**config.mk**
```make
export PLATFORM = sky130hd
export DESIGN_NAME = gavg_out_buf
export DESIGN_NICKNAME = d
export VERILOG_FILES = /design/src/rtl/core/gavg_pkg.sv /design/src/rtl/core/gavg_out_buf.sv
export SDC_FILE = /design/constraint.sdc
export NUM_CORES = 1
export LEC_CHECK = 0
export BUFFER_PORTS_ARGS = -buffer_cell sky130_fd_sc_hd__buf_2
export CAP_MARGIN = 20
export CORE_MARGIN = 2
export CORE_UTILIZATION = 52
export CTS_CLUSTER_DIAMETER = 30
export CTS_CLUSTER_SIZE = 24
export DETAILED_ROUTE_END_ITERATION = 10
export PLACE_DENSITY = 0.83
export SLEW_MARGIN = 20
export SYNTH_ARGS = -nofsm -noshare
export SYNTH_HDL_FRONTEND = slang
export SYNTH_SLANG_ARGS = --single-unit
```
**constraint.sdc**
```tcl
create_clock -name clk -period 5.9 [get_ports clk]
set_clock_uncertainty 0.05 [all_clocks]
set_input_delay 1.18 -clock clk [delete_from_list [all_inputs] [get_ports clk]]
set_output_delay 1.18 -clock clk [all_outputs]
set_load 0.01 [all_outputs]
```
**src/rtl/core/gavg_pkg.sv**
```systemverilog
// shared types and constants for the four-neighbour grid average block
// no dependencies
`default_nettype none

package gavg_pkg;

  localparam int MAX_COLS = 1024;
  localparam int DATA_W   = 32;
  localparam int COL_W    = $clog2(MAX_COLS);
  localparam int COLS_W   = $clog2(MAX_COLS + 1);
  localparam int ROW_W    = 16;
  localparam int SUM_W    = DATA_W + 2;
  localparam int CFG_IDX_W  = 4;
  localparam int CFG_DATA_W = 16;

  localparam logic [ROW_W-1:0]  ROWS_RESET = ROW_W'(102);
  localparam logic [COLS_W-1:0] COLS_RESET = COLS_W'(102);
  localparam logic [ROW_W-1:0]  ROWS_MIN   = ROW_W'(3);
  localparam logic [COLS_W-1:0] COLS_MIN   = COLS_W'(3);
  localparam logic [COLS_W-1:0] COLS_MAX   = COLS_W'(MAX_COLS);

  typedef enum logic [CFG_IDX_W-1:0] {
    REG_GRID_ROWS = CFG_IDX_W'(0),
    REG_GRID_COLS = CFG_IDX_W'(1)
  } cfg_reg_t;

  // one line buffer entry: newest row and the row before it, same column
  typedef struct packed {
    logic signed [DATA_W-1:0] prev;
    logic signed [DATA_W-1:0] older;
  } line_entry_t;

  // one result word
  typedef struct packed {
    logic signed [DATA_W-1:0] average;
    logic [ROW_W-1:0]         row;
    logic [COL_W-1:0]         col;
    logic                     last;
  } result_t;

endpackage

`default_nettype wire

```
**src/rtl/core/gavg_out_buf.sv**
```systemverilog
// result output register with one skid word behind it
// depends on gavg_pkg
`default_nettype none

module gavg_out_buf
  import gavg_pkg::*;
(
  input  wire logic    clk,
  input  wire logic    rst_n,
  input  wire logic    push,
  input  wire result_t din,
  input  wire logic    out_stall,
  output logic         out_valid,
  output result_t      dout,
  output logic         full
);

  logic    main_v_r, main_v_nxt;
  logic    skid_v_r, skid_v_nxt;
  result_t main_r, main_nxt;
  result_t skid_r, skid_nxt;
  logic    drain;

  assign drain = main_v_r && !out_stall;

  always_comb begin
    main_v_nxt = main_v_r;
    skid_v_nxt = skid_v_r;
    main_nxt   = main_r;
    skid_nxt   = skid_r;
    if (skid_v_r) begin
      if (drain) begin
        main_nxt   = skid_r;
        skid_v_nxt = 1'b0;
      end
    end else if (push) begin
      if (!main_v_r || drain) begin
        main_nxt   = din;
        main_v_nxt = 1'b1;
      end else begin
        skid_nxt   = din;
        skid_v_nxt = 1'b1;
      end
    end else if (drain) begin
      main_v_nxt = 1'b0;
    end
  end

  always_ff @(posedge clk) begin
    if (!rst_n) begin
      main_v_r <= 1'b0;
      skid_v_r <= 1'b0;
    end else begin
      main_v_r <= main_v_nxt;
      skid_v_r <= skid_v_nxt;
    end
  end

  always_ff @(posedge clk) begin
    main_r <= main_nxt;
    skid_r <= skid_nxt;
  end

  assign out_valid = main_v_r;
  assign dout      = main_r;
  assign full      = skid_v_r;

endmodule

`default_nettype wire

```
==> results of run 1 <==
==> logic make-up (layout without fill, tap and decap cells) <==
family | after synthesis | count (layout)
flops | 120 | 120
mux | 59 | 59
buf+inv | 8 | 160
simple gates | 6 | 6
compound gates | 4 | 4
==> synth_stat cells <==
library cell  number
edfxtp_1         118
mux2_4            57
buf_12             6
a21oi_1            2
dfxtp_1            2
mux2_2             2
nand2_1            2
a21boi_1           1
buf_6              1
inv_1              1
nand2b_1           1
nor2_1             1
nor2b_1            1
nor3_1             1
o21ai_1            1
==> where the power goes <==
group | switching (mW) | leakage (nW) | total [mW] | internal, mW
clock | 0.348 | 0.281 | 0.987 | 0.639
combinational | 0.0815 | 0.959 | 0.172 | 0.0910
sequential | 0.0156 | 1.12 | 1.01 | 0.995
==> per-stage QoR <==
stage,std cells,area [µm²]
2_1_floorplan,197,4650
3_3_place_gp,423,5310
3_5_place_dp,424,5330
4_1_cts,456,5910
5_1_grt,457,5940
6_report,457,5940
==> state kept, by name (all words and copies together) (netlist names) <==
register / count
dout: 59
skid_r: 59
full: 1
out_valid: 1
==> path summary, 6_finish.rpt <==
kind	to	depth (start not counted)	from
worst max-delay path	full	1	full$_SDFF_PN0_
worst min register to register	dout[26]$_DFFE_PP_	1	skid_r[26]$_DFFE_PP_
worst max register to register	dout[35]$_DFFE_PP_	4	full$_SDFF_PN0_
worst min-delay path	dout[26]$_DFFE_PP_	1	skid_r[26]$_DFFE_PP_
==> cell type report <==
type	count	area (µm²)	share of cell area [%]
clock buffer	19	422	7.10
clock inverter	13	155	2.61
inverter	1	3.75	0.0632
sequential	120	3590	60.4
multi-input combinational	69	948	16.0
timing repair buffer	127	686	11.5
tap	108	135	2.28
==> routing by layer <==
layer	vias up	track usage, %	share of wire, %	wire length, µm
met5	-	0	0	0
met4	0	7.59	0.67	51
met3	8	5.46	7.8	589
met2	83	25.4	49	3730
met1	1080	19.8	42	3210
li1	1064	-	-	-
==> impl_metrics.csv, run 1 <==
group,metric,value,unit
clock_tree,cts_tree,"done",
clock_tree,clock-sinks,120,
floorplan,die_h,98.5,µm
run,maxCapViolCount,0,
critical_path,path_max_fanout,22,
logic_synthesis,synth.cell_area,4650,µm²
clock_tree,clockRootBuffer,"clkbuf_8",
place,pre_cts_slack,2.84,ns
layout,drive_gt1_share,62.2,%
detailed_routing,routed_wl,7590,µm
logic_synthesis,synth-seq-cells,120,
run_status,outcome,"finished clean",
floorplan,start_util,53.6,%
logic_synthesis,synthesis.instances,197,
sta,hold_viol_final,0,
floorplan,io_pins,124,
logic_synthesis,yosysTopAreaCell,"edfxtp_1",
critical_path,critical_path.cell_chain,"buf_2",
detailed_routing,wire_per_inst,16.6,µm
logic_synthesis,synth-compound-area-share,0.485,%
grt,grt_pass1_vias,2277,
logic_synthesis,synth_top_family_by_area,"multiplexers",
logic_synthesis,synthMuxAreaShare,18.9,%
grt,grt_max_degree,65,
detailed_routing,initialDrtViolationCount,99,
logic_synthesis,synth-xor-area-share,0,%
floorplan,placementRows,34,
layout,finish.utilization,68.4,%
sta,rsz0062_at_grt,"no",
logic_synthesis,yosys_warnings,0,
logic_synthesis,synth_area_leaders,"edfxtp_1 (76%), mux2_4 (18%), buf_12 (2.6%)",
worst_hold_path,min_path_type,"reg -> reg",
power,irDropWorstVdd,263,µV
clock_tree,clk-insertion-delay-late,0.50,ns
critical_path,crit_family,"flip-flops",
layout,fill_cells,590,
critical_path,required,4.67,ns
floorplan,die_w,98.5,µm
floorplan,die_area,9710,µm²
critical_path,reg2reg_setup_slack,3.57,ns
sta,worst_slack,3.39,ns
critical_path,worst_setup_path_end_kind,"output pin",
sta,fin_crit,2.51,ns
place,post-dp-hpwl,5130,µm
critical_path,critPathMaxStageDelay,0.58,ns
critical_path,setup.worst_path.class,"reg -> out",
detailed_routing,vias,2235,
detailed_routing,antenna_left,0,
place,port_buffers,123,
layout,area_delta_synth_final,27.7,%
layout,layout_common_cells,"buf_2 (123), edfxtp_1 (118), mux2_4 (57)",
sta,report.final.slew_viol_count,0,
sta,setup_viol_count_final,0,
sta,max_freq,398,MHz
grt,antenna_found_initial,0,
grt,grt_first_pass_wirelength,11600,µm
layout,final_nets,399,
power,power,2.17,mW
critical_path,crit_slowest_cell,"dfxtp_4",
logic_synthesis,syn_nets,260,
critical_path,arrival,1.28,ns
grt,grt_overflow,0,
logic_synthesis,synth_cell_types,15,
place,place_congestion,0.681,
detailed_routing,routed_via_density,4.89,
layout,mostFrequentLayoutCell,"buf_2",
clock_tree,path_clk_slew,0.06,ns
grt,grt.total_usage,15.9,%
clock_tree,cts_resized,0,
detailed_routing,firstDrtPassIters,4,
critical_path,critPathLaunchType,"flop",
sta,relSlewSlack,54.3,%
logic_synthesis,synth_adder_area_share,0,%
logic_synthesis,ys_seq_area_share,77.1,%
logic_synthesis,yosysTopAreaCellShare,76.2,%
clock_tree,cts-hold-fix-buffers,0,
power,cellPowerDensity,366,nW/µm²
power,leakage,2.36,nW
sta,timing.hold.ws,0.489,ns
clock_tree,cts_buffer_depth,2,
detailed_routing,drc,0,
sta,finalSetupTns,0,ns
logic_synthesis,synthSimpleGateAreaFrac,0.619,%
critical_path,crit_buf_inv,1,
floorplan,core-area,8680,µm²
sta,fin_crit_sh,42.6,%
clock_tree,post_cts_buffers,0,
clock_tree,htree_levels,4,
sta,tightest_slew,0.683,ns
clock_tree,cts_buffers,17,
logic_synthesis,syn_area_per_cell,23.6,µm²
layout,diodes,0,
Power figures use the tool's default switching activity.
==> inputs of run 2 (changes only) <==
Clock period 5.9 ns to 2.55 ns, I/O delays scaled along.
==> run 2 against run 1 <==
  * Die area stayed put
  * Final cell count grew 0.22%
  * Utilization grew 0.76 points
  * Final area up 1.1%
  * First-iteration DRC count increased by 12%
  * Clock power grew to 2.7 times the previous value
  * Sequential power up 130%
  * Clock-buffer cell count shrank 1
  * Global-route usage is 0.34 points higher
==> impl_metrics.csv, run 2 (synthesis gave the netlist of run 1 again) <==
group,metric,value,unit
detailed_routing,drc,0,
place,placed_area,5340,µm²
sta,tightest_slew,0.521,ns
sta,rsz0062_at_grt,"no",
sta,fin_crit,1.98,ns
run_status,outcome,"finished clean",
layout,drive_gt1_share,63.1,%
clock_tree,clk-insertion-delay-late,0.49,ns
layout,area_delta_synth_final,29.2,%
clock_tree,cts-hold-fix-buffers,0,
critical_path,timing.rr.start,"full$_SDFF_PN0_",
detailed_routing,routed_wl,7900,µm
worst_hold_path,whs_endpoint,"skid_r[57]$_DFFE_PP_",
critical_path,critPathLaunchType,"flop",
sta,setup_viol_count_final,0,
clock_tree,clockRootBuffer,"clkbuf_8",
clock_tree,cts_resized,0,
grt,grt_max_degree,60,
sta,relSlewSlack,65.2,%
worst_hold_path,min_path_type,"in -> reg",
clock_tree,path_clk_slew,0.06,ns
place,port_buffers,123,
floorplan,core-area,8680,µm²
layout,layout_common_cells,"buf_2 (123), edfxtp_1 (118), mux2_4 (57)",
worst_hold_path,hold_start,"din[57]",
critical_path,crit_slowest_cell,"dfxtp_4",
layout,fill_cells,575,
detailed_routing,routed_via_density,4.93,
floorplan,die_h,98.5,µm
detailed_routing,vias,2259,
critical_path,path_max_fanout,31,
critical_path,arrival,1.42,ns
layout,final_nets,400,
critical_path,critPathMaxStageDelay,0.69,ns
layout,final_cell_area,6000,µm²
layout,mostFrequentLayoutCell,"buf_2",
grt,grt_overflow,0,
critical_path,worst_setup_path_end_kind,"output pin",
grt,grt.total_usage,16.3,%
critical_path,crit_family,"flip-flops",
grt,grt_pass1_vias,2243,
clock_tree,cts_buffer_depth,2,
critical_path,reg2reg_setup_slack,0.71,ns
critical_path,critical_path.cell_chain,"buf_2",
critical_path,crit_buf_inv,1,
clock_tree,cts_tree,"done",
clock_tree,cts_buffers,17,
clock_tree,clock-sinks,120,
sta,fin_crit_sh,77.6,%
layout,diodes,0,
power,irDropWorstVdd,472,µV
detailed_routing,wire_per_inst,17.2,µm
worst_hold_path,whs_path_depth,1,
floorplan,die_w,98.5,µm
grt,antenna_found_initial,1,
critical_path,setup.worst_path.class,"reg -> out",
clock_tree,htree_levels,4,
clock_tree,post_cts_buffers,0,
critical_path,worst-r2r-cell-count,2,
floorplan,start_util,53.6,%
sta,report.final.slew_viol_count,0,
sta,hold_viol_final,0,
place,place_congestion,0.693,
power,leakage,2.40,nW
detailed_routing,antenna_left,0,
layout,multi_input_area,948,µm²
place,post-dp-hpwl,5000,µm
grt,grt_first_pass_wirelength,11700,µm
power,cellPowerDensity,896,nW/µm²
floorplan,placementRows,34,
floorplan,io_pins,124,
sta,finalSetupTns,0,ns
critical_path,required,1.99,ns
detailed_routing,firstDrtPassIters,4,
critical_path,r2r_end,"dout[53]$_DFFE_PP_",
run,maxCapViolCount,0,
detailed_routing,initialDrtViolationCount,111,
layout,seqCellArea,3590,µm²
floorplan,die_area,9710,µm²
sta,max_freq,506,MHz
==> run 2: how the worst max path moves through the flow <==
stage                    startpoint                 end  slack [ns]  depth (start not counted)
floorplan           full$_SDFF_PN0_   dout[0]$_DFFE_PP_        0.24                          4
global placement    full$_SDFF_PN0_  dout[53]$_DFFE_PP_        0.73                          2
detailed placement  full$_SDFF_PN0_  dout[53]$_DFFE_PP_        0.71                          2
CTS                 full$_SDFF_PN0_                full        0.54                          1
global route        full$_SDFF_PN0_                full        0.50                          1
finish              full$_SDFF_PN0_                full        0.57                          1
==> run 2: worst reg2reg max path: stages (launching register included) <==
cell and delay (ns):
dfxtp_4 0.69, buf_4 0.46, mux2_2 0.39
==> run 2: cell type report <==
cell class                 instances  area share, %
sequential                       120           59.8
multi-input combinational         69           15.8
timing repair buffer             128           11.1
clock buffer                      18           6.96
clock inverter                    14           4.09
tap                              108           2.25
inverter                           1         0.0625
==> run 2: per-layer routing <==
metal  routed length [µm]  GRT usage (%)
met1                 3450           21.2
met4                   56           5.37
met3                  450           6.10
met2                 3930           25.6
met5                    8              0
==> run 2: through the flow <==
stage	std cells	power, mW	hold slack, ns	setup WS, ns	utilization, %
5_1_grt	458	5.54	0.123	0.498	69.2
4_1_cts	458	5.43	0.124	0.537	69.2
3_3_place_gp	426	2.76	0.466	0.732	61.5
3_5_place_dp	426	2.78	0.484	0.715	61.5
2_1_floorplan	197	2.62	0.473	0.242	-
6_report	458	5.38	0.151	0.572	69.2
==> run 2: where the power goes <==
group          internal (mW)  switching [mW]
Sequential              2.30          0.0437
Combinational          0.205           0.182
Clock                   1.80           0.854
Total                   4.30            1.08
==> inputs of run 3 (changes only) <==
Settings changed: ABC_AREA set to 1, CORE_UTILIZATION 52 to 51, PLACE_DENSITY 0.83 to 0.82.
Clock period 2.55 ns to 1.95 ns, I/O delays scaled along.
==> run 3 against run 2 <==
  * Sequential share of layout area fell by 0.61 points
  * First-iteration DRC count up 120%
  * Clock power is 27% higher
  * Clock-buffer cell count down 1
  * Largest power group unchanged
  * Flip-flop and latch count stayed put
  * Combinational power rose by 24%
  * Final cell count is 33% higher
  * Critical path depth is 1 higher
  * Final area is 0.96% higher
  * Synthesized cell count up 66%
  * Critical endpoint unchanged
==> impl_metrics.csv, run 3 <==
group,metric,value,unit
detailed_routing,vias,3022,
logic_synthesis,async_reset_ff_share,0,%
floorplan,die_area,9400,µm²
run,maxCapViolCount,0,
sta,hold_viol_final,0,
logic_synthesis,yosys_warnings,0,
sta,worst_slack,0.104,ns
layout,final_nets,551,
logic_synthesis,ys_top_cells_by_count,"nand2_1 (183), edfxtp_1 (118), buf_2 (10)",
floorplan,io_pins,124,
layout,mostFrequentLayoutCell,"nand2_1",
detailed_routing,antenna_left,0,
clock_tree,cts_tree,"done",
grt,grt_first_pass_wirelength,15000,µm
sta,relSlewSlack,59.2,%
layout,layout_common_cells,"nand2_1 (183), buf_2 (123), edfxtp_1 (118)",
critical_path,required,1.51,ns
power,irDropWorstVdd,788,µV
grt,antenna_found_initial,1,
layout,drive_gt1_share,32.9,%
critical_path,setup.worst_path.class,"reg -> out",
logic_synthesis,synth_most_common_cell,"nand2_1",
floorplan,die_h,96.9,µm
critical_path,r2r_end,"skid_r[51]$_DFFE_PP_",
sta,max_freq,542,MHz
logic_synthesis,synth-seq-cells,120,
logic_synthesis,ys_seq_area_share,81.4,%
sta,timing.hold.ws,0.0270,ns
layout,final_cell_area,6060,µm²
detailed_routing,drc,0,
floorplan,core-area,8300,µm²
power,leakage,2.61,nW
run_status,outcome,"finished clean",
logic_synthesis,yosysTopAreaCell,"edfxtp_1",
detailed_routing,firstDrtPassIters,5,
critical_path,worst-r2r-cell-count,5,
clock_tree,htree_levels,4,
power,cellPowerDensity,1140,nW/µm²
logic_synthesis,synthesis.instances,328,
place,post-dp-hpwl,5440,µm
detailed_routing,wire_per_inst,15.6,µm
worst_hold_path,min_path_type,"in -> reg",
sta,fin_crit,1.85,ns
power,power,6.88,mW
logic_synthesis,syn_nets,391,
grt,grt.total_usage,20.9,%
clock_tree,clk-insertion-delay-late,0.51,ns
detailed_routing,routed_via_density,4.98,
logic_synthesis,yosysTopAreaCellShare,80.5,%
grt,grt_max_degree,60,
clock_tree,clockRootBuffer,"clkbuf_8",
detailed_routing,routed_wl,9470,µm
critical_path,critPathLaunchType,"flop",
place,place_congestion,0.765,
logic_synthesis,synth_ff_type,"edfxtp_1",
sta,rsz0062_at_grt,"no",
floorplan,die_w,96.9,µm
layout,fin_cells,607,
sta,setup_viol_count_final,0,
worst_hold_path,whs_endpoint,"skid_r[13]$_DFFE_PP_",
worst_hold_path,hold_start,"din[13]",
logic_synthesis,synth_edf_count,118,
critical_path,timing.rr.start,"out_valid$_SDFFE_PN0P_",
grt,grt_overflow,0,
floorplan,placementRows,33,
floorplan,start_util,53.1,%
critical_path,arrival,1.41,ns
logic_synthesis,synth_area_leaders,"edfxtp_1 (80%), nand2_1 (16%), buf_2 (1.1%)",
logic_synthesis,syn_area_per_cell,13.4,µm²
worst_hold_path,whs_path_depth,1,
clock_tree,post_cts_buffers,0,
sta,tightest_slew,0.612,ns
detailed_routing,initialDrtViolationCount,246,
sta,fin_crit_sh,94.7,%
grt,grt_pass1_vias,3075,
clock_tree,cts_buffer_depth,2,
critical_path,worst_setup_path_end_kind,"output pin",
clock_tree,clock-sinks,120,
clock_tree,cts_buffers,17,
critical_path,reg2reg_setup_slack,0.46,ns
sta,report.final.slew_viol_count,0,
critical_path,path_max_fanout,39,
logic_synthesis,synth.cell_area,4400,µm²
place,placed_area,5150,µm²
place,dp.cells,548,
clock_tree,path_clk_slew,0.06,ns
layout,area_delta_synth_final,37.6,%
place,pre_cts_slack,0.368,ns
logic_synthesis,synth_cell_types,12,
place,port_buffers,123,
[run 3: cell count changes in the layout (fill, tap and decap cells not counted), moves of 2 or more]
cell	previous run	this run
buf_4	4	2
clkinv_4	4	2
clkinvlp_4	1	5
dlygate4sd3_1	0	26
inv_1	1	5
mux2_2	2	0
mux2_4	57	0
nand2_1	2	183
[run 3: worst max path at each step]
stage,slack [ns],depth (start not counted),startpoint,to
2_1_floorplan,-0.21,5,full$_SDFF_PN0_,dout[0]$_DFFE_PP_
6_report,0.10,2,full$_SDFF_PN0_,full
3_3_place_gp,0.42,6,out_stall,skid_r[43]$_DFFE_PP_
3_5_place_dp,0.37,6,out_stall,skid_r[39]$_DFFE_PP_
5_1_grt,0.03,2,full$_SDFF_PN0_,full
4_1_cts,0.07,2,full$_SDFF_PN0_,full
[run 3: cell type report]
type	count	area [µm²]
Tap cell	105	131
Multi-Input combinational cell	188	728
Clock buffer	17	414
Timing Repair Buffer	154	942
Inverter	7	32.5
Clock inverter	15	225
Sequential cell	120	3580
Antenna cell	1	2.50
Fill cell	531	2240
[run 3: routing by layer]
metal / track usage, % / share of wire, % / vias up
li1: - / - / 1421
met1: 26.0 / 40 / 1410
met2: 33.9 / 49 / 168
met3: 7.59 / 8.5 / 23
met4: 7.69 / 2.1 / 0
met5: 0 / 0 / -
[run 3: power breakdown]
group	internal, mW	total, mW	leakage [nW]	switching, mW
logic	0.197	0.480	1.18	0.283
registers	3.00	3.04	1.12	0.0401
clock network	2.21	3.36	0.301	1.15
[run 3: cells by family after synthesis]
kind of cell	after synthesis	synth area share, %
AND/OR/NAND/NOR	186	15.9
flip-flops	120	81.4
AO/OA/AOI/OAI	2	0.227
buffers and inverters	20	2.47
[run 3: through the flow]
| step | util [%] | TNS (ns) |
|---|---|---|
| 6_report | 73.0 | 0 |
| 5_1_grt | 73.0 | 0 |
| 4_1_cts | 73.0 | 0 |
| 3_5_place_dp | 62.1 | 0 |
| 3_3_place_gp | 62.1 | 0 |
| 2_1_floorplan | - | -12.36 |
[run 3: critical path: stages (launching register included)]
cell	delay [ns]
dfxtp_2	0.40
buf_6	0.30
buf_2	0.19
[run 3: repair_timing]
action                     in CTS  in global routing
hold endpoints to repair       26                  0
gates resized for setup         1                  0
hold buffers                   26                  0
setup endpoints to repair       1                  0
